[src/rtl/core/cic_grid_interpolate_deposit_macros.svh]
// Assertion macros shared by the grid interpolate and deposit RTL.
`ifndef CIC_GRID_INTERPOLATE_DEPOSIT_MACROS_SVH
`define CIC_GRID_INTERPOLATE_DEPOSIT_MACROS_SVH
`ifndef NO_ASSERTIONS
// Same-cycle implication.
`define CGID_ASSERT_IMPLY(label, clk, rst, ante, cons, msg) \
  label: assert property (@(posedge clk) disable iff (rst) (ante) |-> (cons)) else $error(msg);
// Next-cycle implication.
`define CGID_ASSERT_NEXT(label, clk, rst, ante, cons, msg) \
  label: assert property (@(posedge clk) disable iff (rst) (ante) |=> (cons)) else $error(msg);
`else
`define CGID_ASSERT_IMPLY(label, clk, rst, ante, cons, msg)
`define CGID_ASSERT_NEXT(label, clk, rst, ante, cons, msg)
`endif
`endif

[src/rtl/core/cgid_pkg.sv]
// Types and constants for the grid interpolate and deposit block.
`timescale 1ns / 1ps
package cgid_pkg;

  localparam int CFG_CNT_W  = 6;
  localparam int CFG_IDX_W  = 3;
  localparam int ADDR_IN_W  = 15;
  localparam int COORD_W    = 32;
  localparam int VAL_W      = 32;
  localparam int REQ_W      = 2;
  localparam int STAT_W     = 2;
  localparam int IN_TDATA_W = 144;

  typedef enum logic [REQ_W-1:0] {
    REQ_WRITE   = 2'd0,
    REQ_READ    = 2'd1,
    REQ_INTERP  = 2'd2,
    REQ_DEPOSIT = 2'd3
  } req_t;

  typedef enum logic [STAT_W-1:0] {
    STAT_OK        = 2'd0,
    STAT_OUTSIDE   = 2'd1,
    STAT_SATURATED = 2'd2
  } status_t;

  typedef enum logic [CFG_IDX_W-1:0] {
    CFG_PERIODIC_X = 3'd0,
    CFG_CELLS_X    = 3'd1,
    CFG_CELLS_Y    = 3'd2,
    CFG_PITCH_Z    = 3'd3,
    CFG_INV_X      = 3'd4,
    CFG_INV_Y      = 3'd5,
    CFG_INV_Z      = 3'd6
  } cfg_reg_t;

  localparam logic [1:0] AXIS_X = 2'd0;
  localparam logic [1:0] AXIS_Y = 2'd1;
  localparam logic [1:0] AXIS_Z = 2'd2;
  localparam logic [2:0] CORNER_LAST = 3'd7;

  typedef enum logic [3:0] {
    ST_CLEAR, ST_IDLE, ST_DECODE, ST_WRITE, ST_READ, ST_SPLIT, ST_SPLIT_END,
    ST_CHECK, ST_WEIGHT, ST_SCALE, ST_FETCH, ST_TERM, ST_UPDATE, ST_FINISH
  } state_t;

  typedef enum logic [3:0] {
    OP_NONE, OP_LOAD, OP_CLEAR, OP_WRITE, OP_READ, OP_SPLIT, OP_SPLIT_END,
    OP_CHECK, OP_WEIGHT, OP_SCALE, OP_FETCH, OP_TERM, OP_UPDATE, OP_FINISH
  } dp_op_t;

  typedef struct packed {
    dp_op_t     op;
    logic [1:0] axis;
    logic [2:0] corner;
  } cmd_t;

  typedef struct packed {
    logic clr_done;
    req_t req;
    logic ok;
  } sts_t;

endpackage

[src/rtl/core/cgid_ctrl.sv]
// Sequencer for clear, cell access and the eight-corner loop.
`timescale 1ns / 1ps
module cgid_ctrl (
  input  logic            clk,
  input  logic            rst,
  input  logic            in_valid,
  output logic            in_ready,
  output logic            out_valid,
  input  logic            out_ready,
  input  cgid_pkg::sts_t  sts,
  output cgid_pkg::cmd_t  cmd,
  output cgid_pkg::state_t state
);
  import cgid_pkg::*;

  state_t     state_next;
  logic [1:0] axis, axis_next;
  logic [2:0] corner, corner_next;
  logic       out_valid_next;
  logic       can_finish;

  assign can_finish = !out_valid || out_ready;

  // Hold state and loop counters.
  always_ff @(posedge clk) begin
    if (rst) begin
      state     <= ST_CLEAR;
      axis      <= AXIS_X;
      corner    <= '0;
      out_valid <= 1'b0;
    end else begin
      state     <= state_next;
      axis      <= axis_next;
      corner    <= corner_next;
      out_valid <= out_valid_next;
    end
  end

  // Next state.
  always_comb begin
    state_next  = state;
    axis_next   = axis;
    corner_next = corner;
    case (state)
      ST_CLEAR:  if (sts.clr_done) state_next = ST_IDLE;
      ST_IDLE:   if (in_valid) state_next = ST_DECODE;
      ST_DECODE: begin
        axis_next   = AXIS_X;
        corner_next = '0;
        case (sts.req)
          REQ_WRITE: state_next = ST_WRITE;
          REQ_READ:  state_next = ST_READ;
          default:   state_next = ST_SPLIT;
        endcase
      end
      ST_WRITE:  state_next = ST_FINISH;
      ST_READ:   state_next = ST_FINISH;
      ST_SPLIT: begin
        if (axis == AXIS_Z) state_next = ST_SPLIT_END;
        else axis_next = axis + 2'd1;
      end
      ST_SPLIT_END: state_next = ST_CHECK;
      ST_CHECK:     state_next = ST_WEIGHT;
      ST_WEIGHT:    state_next = sts.ok ? ST_SCALE : ST_FINISH;
      ST_SCALE:     state_next = ST_FETCH;
      ST_FETCH:     state_next = ST_TERM;
      ST_TERM:      state_next = ST_UPDATE;
      ST_UPDATE: begin
        if (corner == CORNER_LAST) begin
          state_next = ST_FINISH;
        end else begin
          corner_next = corner + 3'd1;
          state_next  = ST_WEIGHT;
        end
      end
      ST_FINISH: if (can_finish) state_next = ST_IDLE;
      default:   state_next = ST_CLEAR;
    endcase
  end

  // Commands and handshakes.
  always_comb begin
    cmd.axis       = axis;
    cmd.corner     = corner;
    cmd.op         = OP_NONE;
    in_ready       = 1'b0;
    out_valid_next = out_valid && !out_ready;
    case (state)
      ST_CLEAR:     cmd.op = OP_CLEAR;
      ST_IDLE: begin
        in_ready = 1'b1;
        if (in_valid) cmd.op = OP_LOAD;
      end
      ST_WRITE:     cmd.op = OP_WRITE;
      ST_READ:      cmd.op = OP_READ;
      ST_SPLIT:     cmd.op = OP_SPLIT;
      ST_SPLIT_END: cmd.op = OP_SPLIT_END;
      ST_CHECK:     cmd.op = OP_CHECK;
      ST_WEIGHT:    cmd.op = OP_WEIGHT;
      ST_SCALE:     cmd.op = OP_SCALE;
      ST_FETCH:     cmd.op = OP_FETCH;
      ST_TERM:      cmd.op = OP_TERM;
      ST_UPDATE:    cmd.op = OP_UPDATE;
      ST_FINISH: begin
        if (can_finish) begin
          cmd.op         = OP_FINISH;
          out_valid_next = 1'b1;
        end
      end
      default:      cmd.op = OP_NONE;
    endcase
  end

endmodule

[config.mk]
export PLATFORM = sky130hd
export DESIGN_NAME = cgid_ctrl
export DESIGN_NICKNAME = d
export VERILOG_FILES = /design/src/rtl/core/cic_grid_interpolate_deposit_macros.svh /design/src/rtl/core/cgid_pkg.sv /design/src/rtl/core/cgid_ctrl.sv
export SDC_FILE = /design/constraint.sdc
export NUM_CORES = 1
export LEC_CHECK = 0
export ABC_AREA = 1
export BUFFER_PORTS_ARGS = -buffer_cell sky130_fd_sc_hd__buf_2
export CAP_MARGIN = 20
export CORE_UTILIZATION = 48
export CTS_CLUSTER_SIZE = 14
export DETAILED_ROUTE_END_ITERATION = 16
export GPL_TIMING_DRIVEN = 0
export PLACE_DENSITY = 0.77
export SYNTH_ARGS = -nofsm -noshare
export SYNTH_HDL_FRONTEND = slang
export SYNTH_SLANG_ARGS = --single-unit
[constraint.sdc]
create_clock -name clk -period 1.6 [get_ports clk]
set_input_delay 0.32 -clock clk [delete_from_list [all_inputs] [get_ports clk]]
set_output_delay 0.32 -clock clk [all_outputs]
set_load 0.03 [all_outputs]
==> metrics.txt <==
Final Cycle Share=103%; Post-synth top cells=nand2_1, inv_1, nor2_1; total number of yosys warnings=0; HP Start=rst; Area growth, synth to finish=38.4%; Worst Hold Depth=2; Final Power=about 1500 uW; critical path class=reg2out; Setup-failing EPs final=1; Hold WC Path Type=in2reg; Synth Net Count=approximately 120; ratio of cells with drive above 1 in the final layout=about a third; GRT Total Usage=a little under a quarter; largest net degree at the start of global routing=10; share of the synthesized area in the top cell type=a little under 30%; pre-CTS setup slack=about 0.15 ns; final worst slack=-0.0551 ns; Peak VDD IR=between 0.001 and 0.0015 V; most common cell in the netlist=nand2_1; CP Max Fanout=9; total CTS buffers=3; Worst Path Arrival=1.34 ns; Detailed Place HPWL=1.26 mm; Leakage=between 0.0005 and 0.0006 uW; cts hold-fix bufs=0; nets@finish=roughly 160; Max stage delay on crit path=0.39 ns; Reg clk slew, reported paths=approximately 0.06 ns; crit path launch type=register; Least-Margin Pin Slew=around 0.29 ns; Design Area, Final=approximately 950 sq um; initial antenna violation count=0; CP cell instances=nand2_1, inv_1, o22ai_1, nand3_1, buf_6; clk_lat worst skew=around 0.26 ns; clk buf depth=2; number of I/O pins=23; number of port buffers=22; H-tree levels=1; largest area contributor in the netlist=dfxtp_1; CP endpoint kind=primary output; Cell Area, Placed=832 sq um; f_max=0.604 GHz; FF-to-FF End=state[2]$_SDFFE_PP0P_; # fillers=about 120; final hold violations=0; end-of-flow core utilization=72.2%; drt via density=5.34; Worst path slowest cell=dfxtp_4; CTS Sinks=10; Synth cell types=17; synth top area cells=dfxtp_1, nand2_1, inv_1; DRT iter0 DRCs=14; Post-synth EDFFs=0; Placer Congestion=roughly 0.84; chip width=between 30 and 40 um; RSZ-0062 raised after global routing=yes; Avg WL per Cell=approximately 11 um; Root Driver=clkbuf_4; WHS=between 0.2 and 0.3 ns; Detailed Route WL=between 1.5 and 2 mm; status=finished, violations left; Seq cells post-synth=10; fin. max-slew vios=0; Hold Path End=state[0]$_SDFFE_PP0P_; number of global-route vias before repair=~610; Async S/R FF share, synth=0%; drt pass-1 iters=4; reg-to-reg slack, setup=0.25 ns; Top FF cell, synth=dfxtp_1; sequential element share of the synthesized area=29.1%; Critical Path RT=approximately 1.3 ns; drt drc=0; failing checks=negative setup slack; via count=839; n_diodes=0; Die ar.=~1600 sq um; Mapped Cells=roughly 110; first-pass GRT wire length=between 2 and 2.5 mm; Final ANT Viol Nets=0; core area=1320 sq um; Initial Utilization=between 50 and 60%; Worst Skew=approximately 0.0011 ns; Max-cap violations=0; synthesized area=about 690 sq um; post-layout min period=roughly 1.7 ns; max_slew headroom=between 80% and 90%; Power Dens Cells=around 1600 nW/um^2; Die Y-Extent=~40 um; CTS tree=yes; Reg2Reg Depth=8; FP Rows=13; Worst R2R Start=state[2]$_SDFFE_PP0P_; grt total ovfl=0; Avg Inst Size Synth=6.08 sq um
## per-layer routing
layer	track usage (%)	vias to the layer above	wire length, um
li1	-	420	-
met1	26.5	363	733
met2	43.0	45	836
met3	3.41	11	123
met4	12.9	0	70
met5	0	-	0
## sequential cells by signal (all words and copies together), names as in the netlist
name	flops
axis	2
corner	3
state	4
out_valid	1
## through the flow
step	TNS, ns	std cells
final	-0.0551	157
after global routing	-0.206	157
after CTS	-0.0249	155
after detailed placement	0	150
after global placement	0	150
after floorplan	0	113
## layout make-up
class / count / area (sq um) / share of cell area, %
multi-input cells: 82 / 455 / 47.9
flip-flops and latches: 10 / 215 / 22.6
repair buffers: 26 / 158 / 16.6
inverters: 21 / 81.3 / 8.55
clock buffers: 3 / 22.5 / 2.37
well taps: 15 / 18.8 / 1.97
## placed cells by master (no fill, tap or decap), drive strengths merged
cell type,instances
inv,21
nand3b,2
nor2,18
clkbuf,3
o211a,2
dfxtp,10
o211ai,1
ha,3
o221ai,1
buf,26
a21oi,7
nand3,9
o22ai,2
o21ai,7
nand2,30
## worst max-delay path, delay by kind of cell (launching register included)
kind,cells,cell delay [ns]
buf+inv,2,0.25
compound gates,1,0.18
flops,1,0.39
simple gates,2,0.25
## power by group
group	internal, uW	switching [uW]
combinational	337	575
sequential	311	91.0
clock	86.5	78.6
total	735	744
## cells by family after synthesis
| logic type | synth area share, % |
|---|---|
| simple gates | 36.1 |
| buf+inv | 11.5 |
| compound gates | 17.9 |
| flops | 29.1 |
| fa+ha+maj | 5.47 |
## repair_timing
action,in CTS,in global routing
pin swaps,3,3
endpoints found under the setup margin,4,4
hold endpoints to repair,0,0
setup buffers,2,2
resized for setup,16,11
## how the worst max path moves through the flow
stage,end,cells past startpoint,startpoint
after detailed placement,cmd[7],6,state[1]$_SDFFE_PP0P_
final,cmd[6],5,state[0]$_SDFFE_PP0P_
after global placement,cmd[6],5,state[1]$_SDFFE_PP0P_
after global routing,cmd[6],5,state[0]$_SDFFE_PP0P_
after CTS,cmd[6],6,state[3]$_SDFFE_PP0P_
after floorplan,cmd[5],5,state[1]$_SDFFE_PP0P_
Note: power is estimated with default switching activity, not from simulation.
